$ cat config.mk
export PLATFORM = sky130hd
export DESIGN_NAME = rtp_cordic_stage
export DESIGN_NICKNAME = d
export VERILOG_FILES = /design/src/rtp_pkg.sv /design/src/rtp_cordic_stage.sv
export SDC_FILE = /design/constraint.sdc
export NUM_CORES = 1
export LEC_CHECK = 0
export ABC_AREA = 1
export BUFFER_PORTS_ARGS = -buffer_cell sky130_fd_sc_hd__buf_4
export CORE_MARGIN = 1
export CORE_UTILIZATION = 23
export CTS_CLUSTER_DIAMETER = 200
export CTS_CLUSTER_SIZE = 25
export DETAILED_ROUTE_END_ITERATION = 16
export PLACE_DENSITY_LB_ADDON = 0.3
export SETUP_SLACK_MARGIN = 0.1
export SYNTH_ARGS = -nofsm -noshare
export SYNTH_HDL_FRONTEND = slang
export SYNTH_SLANG_ARGS = --single-unit
export TNS_END_PERCENT = 20
$ cat constraint.sdc
create_clock -name aclk -period 2.6 [get_ports aclk]
set_input_delay 0.39 -clock aclk [delete_from_list [all_inputs] [get_ports aclk]]
set_output_delay 0.39 -clock aclk [all_outputs]
set_load 0.01 [all_outputs]
$ cat src/rtp_pkg.sv
// Package for the rectangular-to-polar converter.
// Holds fixed-point formats, default sizes and the CORDIC arctangent table.
// No dependencies.
package rtp_pkg;

    localparam int DEF_DATA_WIDTH = 16;
    localparam int DEF_ITERATIONS = 16;

    // Fractional bits carried on x and y inside the rotation stages.
    localparam int FRAC_BITS = 24;
    // Angle accumulator width; a full circle spans 2^ANGLE_W.
    localparam int ANGLE_W = 32;
    localparam int ATAN_ENTRIES = 24;

    // Inverse CORDIC gain, round(0.60725293500888 * 2^32).
    localparam logic [31:0] GAIN_Q32 = 32'd2608131496;

    localparam logic [ANGLE_W-1:0] ANGLE_PI = 32'h8000_0000;

    // round(atan(2^-i) * 2^31 / pi)
    function automatic logic [ANGLE_W-1:0] atan_step(input int idx);
        logic [ANGLE_W-1:0] val;
        unique case (idx)
            0:       val = 32'd536870912;
            1:       val = 32'd316933406;
            2:       val = 32'd167458907;
            3:       val = 32'd85004756;
            4:       val = 32'd42667331;
            5:       val = 32'd21354465;
            6:       val = 32'd10679838;
            7:       val = 32'd5340245;
            8:       val = 32'd2670163;
            9:       val = 32'd1335087;
            10:      val = 32'd667544;
            11:      val = 32'd333772;
            12:      val = 32'd166886;
            13:      val = 32'd83443;
            14:      val = 32'd41722;
            15:      val = 32'd20861;
            16:      val = 32'd10430;
            17:      val = 32'd5215;
            18:      val = 32'd2608;
            19:      val = 32'd1304;
            20:      val = 32'd652;
            21:      val = 32'd326;
            22:      val = 32'd163;
            23:      val = 32'd81;
            default: val = '0;
        endcase
        return val;
    endfunction

endpackage

$ cat src/rtp_cordic_stage.sv
// One vectoring micro-rotation of the CORDIC pipeline, with its registers.
// Depends on rtp_pkg for the angle width and the arctangent table.
module rtp_cordic_stage
    import rtp_pkg::*;
#(
    parameter int XY_W  = 43,
    parameter int STAGE = 0
) (
    input  logic                    aclk,
    input  logic                    load,
    input  logic signed [XY_W-1:0]  x_in,
    input  logic signed [XY_W-1:0]  y_in,
    input  logic [ANGLE_W-1:0]      z_in,
    input  logic                    zero_in,
    output logic signed [XY_W-1:0]  x_out,
    output logic signed [XY_W-1:0]  y_out,
    output logic [ANGLE_W-1:0]      z_out,
    output logic                    zero_out
);

    localparam logic [ANGLE_W-1:0] STEP = atan_step(STAGE);

    logic signed [XY_W-1:0] x_reg, x_next;
    logic signed [XY_W-1:0] y_reg, y_next;
    logic [ANGLE_W-1:0]     z_reg, z_next;
    logic                   zero_reg;
    logic signed [XY_W-1:0] x_sh, y_sh;

    // Arithmetic shifts round toward minus infinity.
    assign x_sh = x_in >>> STAGE;
    assign y_sh = y_in >>> STAGE;

    always_comb begin
        if (!y_in[XY_W-1]) begin
            x_next = x_in + y_sh;
            y_next = y_in - x_sh;
            z_next = z_in + STEP;
        end else begin
            x_next = x_in - y_sh;
            y_next = y_in + x_sh;
            z_next = z_in - STEP;
        end
    end

    always_ff @(posedge aclk) begin
        if (load) begin
            x_reg    <= x_next;
            y_reg    <= y_next;
            z_reg    <= z_next;
            zero_reg <= zero_in;
        end
    end

    assign x_out    = x_reg;
    assign y_out    = y_reg;
    assign z_out    = z_reg;
    assign zero_out = zero_reg;

endmodule

==> reports/metrics.cfg <==
[synth]
yosys.area.top_type_share_pct=25.4
ys_seq_area_share_pct=25.4
synthArstFlopShare_pct=0
synthCells=2247
synth-edff-count=118
syn_avg_cell_area_um2=6.20
yosysTopAreaCell=edfxtp_1
synth_fp_nets=2498
synth_ff_type=edfxtp_1
synthTopCellsByCount=nand2_1 (764), inv_1 (369), nor2_1 (218)
synth_area_um2=13900
yosysWarnings=0
synth_area_leaders=edfxtp_1 (25%), nand2_1 (21%), ha_1 (11%)
ys_seq_elements=118
synth_cell_type_count=43
post-synth-top-count-cell=nand2_1

[critical_path]
start_kind=primary input
arrival_ns=2.52
worstSetupPathType=primary input to flip-flop
crit_top_cell=nand2_1
cp_slowest_cell=ha_1
endpoint_kind=flip-flop
path_cells=buf_4, ha_1, nand2_1, nor2_1, buf_4, nand2_1, nor2_1, nand4_1, nor2_1, nor2_1, nand2_1, nand2_1, nand3_1, nand2_1
crit_required_ns=2.82
worstPathMaxFanout=6
cpPeakStageDelay_ns=0.49

[drt]
wire_per_inst_um=17.3
drt_wl_total_mm=62.0
drc=0
drt_iter0_drc=1113
dr.pass1.iters=7
vias_per_cell=4.45
vias=15941
ant_nets=0

[sta]
min_period_ns=2.29
tightest_slew_ns=0.549
drv_slew=0
fmax_mhz=437
final-setup-viol-count=0
rsz0062_at_grt=false
finalCritPeriodShare_pct=88.1
hold_viol_final=0
relSlewSlack_pct=63.0

[cells_and_area]
ff_latch_area_um2=3540
drive_above_1_share_pct=23.6
multi_input_comb_area_um2=8640
syn2layout_area_growth_pct=40.8
nFillCells=6696
design_area_um2=19600
fin_nets=3046

[die]
die_w_um=248
ioPinCount=240
coreArea_um2=59500
start_util_pct=23.4
num_rows=89
die_area_um2=61600
die_y_um=248

[hold_path]
whs_path_depth=1
hold_path_class=primary input to flip-flop
holdPathEnd=z_out[17]$_DFFE_PP_
hp-start=z_in[17]

[grt]
grt_pass1_vias=15849
grt_max_degree=80
antenna_found_initial=4
track_usage_pct=20.3
grt_pass1_wl_mm=91.9
gr-total-overflow=0

[clock_tree]
cts_hold_buf=0
htree_num_levels=4
cts_buffers=17
clock-root-buffer=clkbuf_16
ctsResizeCount=0
cts_tree=yes
post_cts_buffers=0
cts_buffer_depth=2
clock-sinks=118
cts.clk_slew.worst_paths_ns=0.06

[place]
placed_area_um2=19100
place_hpwl_mm=53.4
io_buffers=239
gp_congestion=0.957

[power]
power_mw=8.81
powerDensity_nw_per_um2=449
power.leakage_nw=10.5
vdd_drop_max_uv=548

[status]
status=completed

[run]
maxCapViolCount=0

[worst max path at each step]
stage | endpoint | startpoint | depth (start not counted) | slack (ns)
2_1_floorplan | x_out[34]$_DFFE_PP_ | x_in[0] | 14 | 0.47
3_3_place_gp | x_out[38]$_DFFE_PP_ | x_in[13] | 16 | -0.16
3_5_place_dp | x_out[38]$_DFFE_PP_ | x_in[13] | 16 | -0.18
4_1_cts | x_out[38]$_DFFE_PP_ | x_in[13] | 16 | 0.35
5_1_grt | y_out[36]$_DFFE_PP_ | x_in[32] | 15 | 0.17
6_report | y_out[36]$_DFFE_PP_ | y_in[32] | 14 | 0.31
[report_power, final]
group	internal [mW]	switching, mW
Sequential	2.41	0.0986
Clock	1.23	1.10
Combinational	1.66	2.31
Total	5.30	3.51
[final cells by class]
cell class	instances	share of cell area, %
timing repair buffer	587	23.0
clock buffer	17	2.17
inverter	377	7.21
tap	773	4.93
multi-input combinational	1694	44.0
antenna	5	0.0637
clock inverter	15	0.618
sequential	118	18.0
[cell families (layout without fill, tap and decap cells)]
| group | count (synthesis) | in the layout | share of synthesized area, % |
|---|---|---|---|
| flip-flops | 118 | 118 | 25.4 |
| adder cells (fa/ha/maj) | 130 | 130 | 11.9 |
| other | 0 | 5 | 0 |
| buffers and inverters | 435 | 996 | 12.6 |
| AND/OR/NAND/NOR | 1248 | 1248 | 36.8 |
| XOR/XNOR | 32 | 32 | 2.01 |
| AO/OA/AOI/OAI | 284 | 284 | 11.3 |
[metrics by stage]
stage	worst slack (ns)	TNS (ns)	utilization, %	cells	hold WS [ns]
global placement	-0.158	-2.46	32.1	3549	0.568
finish	0.309	0	33.0	3586	0.0774
global route	0.171	0	33.0	3584	0.0449
CTS	0.348	0	33.0	3581	0.0310
detailed placement	-0.180	-2.22	32.1	3549	0.569
floorplan	0.468	0	-	2247	0.489
[cell usage in the layout (no fill, tap or decap), types with 10 or more instances in the layout]
cell type / instances
a21oi_1: 137
buf_4: 579
xor2_1: 30
o21ai_0: 83
clkbuf_16: 17
nor2_2: 13
nor3_1: 10
nor2_1: 217
ha_1: 126
o21bai_1: 24
edfxtp_1: 118
nand2_1: 764
nand4_1: 18
nand3_1: 202
inv_1: 368
[flip-flops by register name, summed over array words and instances, names as in the netlist]
name      cells
y_out        42
zero_out      1
x_out        43
z_out        32
[metal layers]
metal / vias to the layer above / global-route usage [%] / share of wire, %
met2: 405 / 34.5 / 47
met4: 2 / 7.77 / 2.9
li1: 8192 / - / -
met5: - / 0 / 0.018
met1: 7273 / 25.9 / 45
met3: 69 / 2.79 / 4.5
[worst max-delay path, delay by kind of cell]
kind / cells / cell delay, ns
buffers and inverters: 2 / 0.27
adders and majority gates: 1 / 0.49
and+or+nand+nor: 11 / 1.35
Power figures use the tool's default switching activity.
