### src/rtp_pkg.sv
// Package for the rectangular-to-polar converter.
// Holds fixed-point formats, default sizes and the CORDIC arctangent table.
// No dependencies.
package rtp_pkg;

    localparam int DEF_DATA_WIDTH = 16;
    localparam int DEF_ITERATIONS = 16;

    // Fractional bits carried on x and y inside the rotation stages.
    localparam int FRAC_BITS = 24;
    // Angle accumulator width; a full circle spans 2^ANGLE_W.
    localparam int ANGLE_W = 32;
    localparam int ATAN_ENTRIES = 24;

    // Inverse CORDIC gain, round(0.60725293500888 * 2^32).
    localparam logic [31:0] GAIN_Q32 = 32'd2608131496;

    localparam logic [ANGLE_W-1:0] ANGLE_PI = 32'h8000_0000;

    // round(atan(2^-i) * 2^31 / pi)
    function automatic logic [ANGLE_W-1:0] atan_step(input int idx);
        logic [ANGLE_W-1:0] val;
        unique case (idx)
            0:       val = 32'd536870912;
            1:       val = 32'd316933406;
            2:       val = 32'd167458907;
            3:       val = 32'd85004756;
            4:       val = 32'd42667331;
            5:       val = 32'd21354465;
            6:       val = 32'd10679838;
            7:       val = 32'd5340245;
            8:       val = 32'd2670163;
            9:       val = 32'd1335087;
            10:      val = 32'd667544;
            11:      val = 32'd333772;
            12:      val = 32'd166886;
            13:      val = 32'd83443;
            14:      val = 32'd41722;
            15:      val = 32'd20861;
            16:      val = 32'd10430;
            17:      val = 32'd5215;
            18:      val = 32'd2608;
            19:      val = 32'd1304;
            20:      val = 32'd652;
            21:      val = 32'd326;
            22:      val = 32'd163;
            23:      val = 32'd81;
            default: val = '0;
        endcase
        return val;
    endfunction

endpackage

### src/rtp_gain.sv
// Two-stage gain correction: scales the final CORDIC x by the inverse gain,
// rounds to the input scale and saturates. Depends on rtp_pkg.
module rtp_gain
    import rtp_pkg::*;
#(
    parameter int DATA_WIDTH = DEF_DATA_WIDTH,
    parameter int XY_W       = DATA_WIDTH + FRAC_BITS + 3
) (
    input  logic                    aclk,
    input  logic                    load_prod,
    input  logic                    load_out,
    input  logic signed [XY_W-1:0]  x_in,
    output logic [DATA_WIDTH-1:0]   magnitude
);

    localparam int UX_W  = XY_W - 1;
    localparam int HI_W  = UX_W - 32;
    localparam int PHI_W = HI_W + 32;
    localparam int T_W   = HI_W + 33;
    localparam int M_W   = T_W - FRAC_BITS;

    logic [UX_W-1:0]       ux;
    logic [31:0]           lo_part;
    logic [HI_W-1:0]       hi_part;
    logic [63:0]           p_lo_reg, p_lo_next;
    logic [PHI_W-1:0]      p_hi_reg, p_hi_next;
    logic [T_W-1:0]        t_sum, t_round;
    logic [M_W-1:0]        m_full;
    logic [DATA_WIDTH-1:0] mag_reg, mag_next;

    // The 64-bit product is split into a low 32x32 and a narrow high part.
    assign ux        = (!x_in[XY_W-1] && (x_in != '0)) ? x_in[UX_W-1:0] : '0;
    assign lo_part   = ux[31:0];
    assign hi_part   = ux[UX_W-1:32];
    assign p_lo_next = 64'(lo_part) * 64'(GAIN_Q32);
    assign p_hi_next = PHI_W'(hi_part) * PHI_W'(GAIN_Q32);

    assign t_sum   = T_W'(p_hi_reg) + T_W'(p_lo_reg[63:32]);
    assign t_round = t_sum + (T_W'(1) << (FRAC_BITS - 1));
    assign m_full  = t_round[T_W-1:FRAC_BITS];

    always_comb begin
        if (m_full[M_W-1:DATA_WIDTH] != '0) begin
            mag_next = '1;
        end else begin
            mag_next = m_full[DATA_WIDTH-1:0];
        end
    end

    always_ff @(posedge aclk) begin
        if (load_prod) begin
            p_lo_reg <= p_lo_next;
            p_hi_reg <= p_hi_next;
        end
        if (load_out) begin
            mag_reg <= mag_next;
        end
    end

    assign magnitude = mag_reg;

endmodule

### config.mk
export PLATFORM = sky130hd
export DESIGN_NAME = rtp_gain
export DESIGN_NICKNAME = d
export VERILOG_FILES = /design/src/rtp_pkg.sv /design/src/rtp_gain.sv
export SDC_FILE = /design/constraint.sdc
export NUM_CORES = 2
export LEC_CHECK = 0
export BUFFER_PORTS_ARGS = -buffer_cell sky130_fd_sc_hd__buf_4
export CORE_UTILIZATION = 50
export CTS_CLUSTER_DIAMETER = 40
export DETAILED_ROUTE_END_ITERATION = 8
export MAX_ROUTING_LAYER = met4
export PLACE_DENSITY = 0.77
export SYNTH_ARGS = -nofsm -noshare
export SYNTH_HDL_FRONTEND = slang
export SYNTH_SLANG_ARGS = --single-unit
### constraint.sdc
create_clock -name aclk -period 9.55 [get_ports aclk]
set_input_delay 1.4325 -clock aclk [delete_from_list [all_inputs] [get_ports aclk]]
set_output_delay 1.4325 -clock aclk [all_outputs]
set_load 0.05 [all_outputs]
==> impl_results.md <==
* Critical path class: input pin to register
* Asr flop ratio synth at 0%
* Cell area after synthesis at 27140 µm²
* Final wirelength at 78810 µm
* CP startpoint: x_in[37]
* Die height at 235.0 µm
* Synth top area share at 40.72%
* DR pass1 iterations at 5
* IO Port Bufs at 61
* Final Setup Violations at 10
* Setup TNS at -0.7106 ns
* # Max-Cap Violations at 0
* Yosys reg bits at 84
* Clock root buffer: clkbuf_16
* RSZ-0062 raised after global routing: true
* R2r endpoint: magnitude[4]
* Clock Latency Late Sink at 0.37 ns
* GRT overflow at 0
* H-tree levels at 3
* Ys flop type: edfxtp_1
* Seq/Total Area, Yosys at 9.295%
* Worst r2r src: p_hi_reg[22]
* Post-synth top area cell: fa_1
* Row count at 85
* GPL Wtd Cong at 1.065
* Worst Hold Class: register to register
* Fill cell count at 4383
* Final period utilization at 101.4%
* EDFF count, synth at 84
* Required @ worst endpoint at 9.66 ns
* Post-route worst setup slack at -0.1308 ns
* Via density at 5.287
* CP dominant cell by count: fa_1
* Crit path arrival time at 9.79 ns
* DR DRC count at 0
* CTS buffer count at 9
* DR vias at 20.13k
* Die footprint at 55210 µm²
* Final Hold Viols at 0
* Nets at 4213
* Failing checks: negative setup slack
* Critical path launch point type: input pin
* Drt wl/cell at 20.70 µm
* Starting Density at 50.53%
* Initial antenna violation count at 0
* Synth warn at 0
* Register clock-pin slew on the reported worst setup and hold paths at 0.06 ns
* Worst relative slew slack at 24.97%
* Post-Syn Instances at 2649
* Final slew viol count at 0
* Pre-CTS WS at -1.380 ns
* Bufs on Longest Clock Path at 2
* Post-route minimum period at 9.681 ns
* CP max stage delay at 0.64 ns
* Core Area at 53710 µm²
* Top-count cell post-synth: inv_1
* Worst slew pin tran at 1.124 ns
* DRT iter0 DRCs at 1291
* Area Overhead vs Synth at 20.70%
* Largest net degree at the start of global routing at 69
* Top post-synthesis cells by area: fa_1 41%, ha_1 23%, inv_1 12%, edfxtp_1 9.3%, a21o_1 2.4%
* Die X-Extent at 235.0 µm
* Post-DP HPWL at 70140 µm
* Critical path peak fanout at 6
* Nature of the critical path endpoint: register
* Worst reg2reg path depth at 12
* Synthesized area per cell at 10.24 µm²
* TritonCTS clock tree: done
* Share of cells above drive strength 1 at 20.41%
* Syn_nets at 3756
* N_diodes at 0
* IO Pins at 62
* Max FFs per register at 39
* Max Freq at 103.3 MHz
* Most common library cells after synthesis: 865 x inv_1, 552 x fa_1, 509 x ha_1, 87 x a21o_1, 87 x nand2_1
* Yosys cell types at 61
* Number of global-route vias before repair at 21.99k
* Global-route wire length before repair at 123800 µm
* CP max-delay cell: fa_2
* Clock skew at 0.01933 ns
* Flop2flop setup slack at 4.97 ns
* Total GRT Usage at 30.46%
* Antenna Violating Nets Remaining at 0
* CTS Sinks at 84
* Crit path to: p_lo_reg[60]
* Status: finished, violations left
## kinds of logic after synthesis
kind of cell / after synthesis / share of synthesized area, %
and+or+nand+nor: 254 / 4.648
buffers and inverters: 881 / 12.20
adders and majority gates: 1061 / 64.19
DFF: 84 / 9.295
xor gates and xnor gates: 68 / 2.195
muxes: 1 / 0.03689
AOI/OAI and AO/OA: 300 / 7.437
## critical path: cells and delay by family
family                     cells  cell delay [ns]
AOI/OAI and AO/OA              9             2.02
adders and majority gates      9             4.04
buffers and inverters          9             1.18
and+or+nand+nor                6             1.09
## what timing repair did
action                                  CTS  global route
cloned                                    1             0
hold buffers                              0             0
buffers inserted                         12            27
hold endpoints to repair                  0             0
pin swaps                                53            94
resized for setup                        82           134
endpoints found under the setup margin   27            24
## cell type report
type                            count  area (µm²)  area share, %
Clock buffer                        9       225.2         0.6876
Clock inverter                      7       90.09         0.2751
Inverter                          865        3264          9.967
Multi-Input combinational cell   1685       22150          67.64
Sequential cell                    84        2522          7.701
Tap cell                          696       870.8          2.659
Timing Repair Buffer              461        3627          11.07
## cell usage in the layout, fill, tap and decap left out, drive strengths merged, types with 4 or more instances in the layout
cell type	instances
clkbuf	9
a211oi	12
nor3	13
o21a	9
or2	5
o21ai	47
a2111oi	4
buf	461
a41oi	5
inv	862
nand2	87
a21oi	75
a31oi	9
ha	509
xor2	29
nor4	13
xnor2	39
and3	12
and4	5
o21bai	15
nor2b	12
and2	11
edfxtp	84
clkinvlp	5
fa	552
nor2	40
nand4	17
nand2b	10
a21o	87
nand3	18
nor3b	6
## per-stage QoR
step                      util (%)  hold slack (ns)  area, µm²  cells
after floorplan                  -           0.5509      27140   2649
after global placement       58.04           0.6272      31170   3753
after detailed placement     58.04           0.6448      31170   3753
after CTS                    59.45           0.6597      31930   3781
after global routing         60.98           0.6821      32750   3807
final                        60.98           0.6392      32750   3807
## routing by layer
| layer | up-vias | track usage [%] | share of wire [%] |
|---|---|---|---|
| met5 | - | - | 0 |
| met4 | 0 | 6.021 | 2.3 |
| met3 | 83 | 4.335 | 6.3 |
| met2 | 572 | 48.63 | 47 |
| met1 | 10320 | 41.59 | 44 |
| li1 | 9156 | - | - |
## worst min-delay path by stage
stage | endpoint | from | cells past startpoint | slack [ns]
floorplan | magnitude[15] | p_hi_reg[39] | 1 | 0.55
global placement | magnitude[11] | p_hi_reg[35] | 2 | 0.63
detailed placement | magnitude[15] | p_hi_reg[39] | 1 | 0.64
CTS | magnitude[15] | p_hi_reg[39] | 1 | 0.66
global route | magnitude[15] | p_hi_reg[39] | 1 | 0.68
finish | magnitude[15] | p_hi_reg[39] | 1 | 0.64
Power is left out: the tool's default activity adds up to more than one toggle a clock period on the data nets, which glitch-free logic cannot reach.
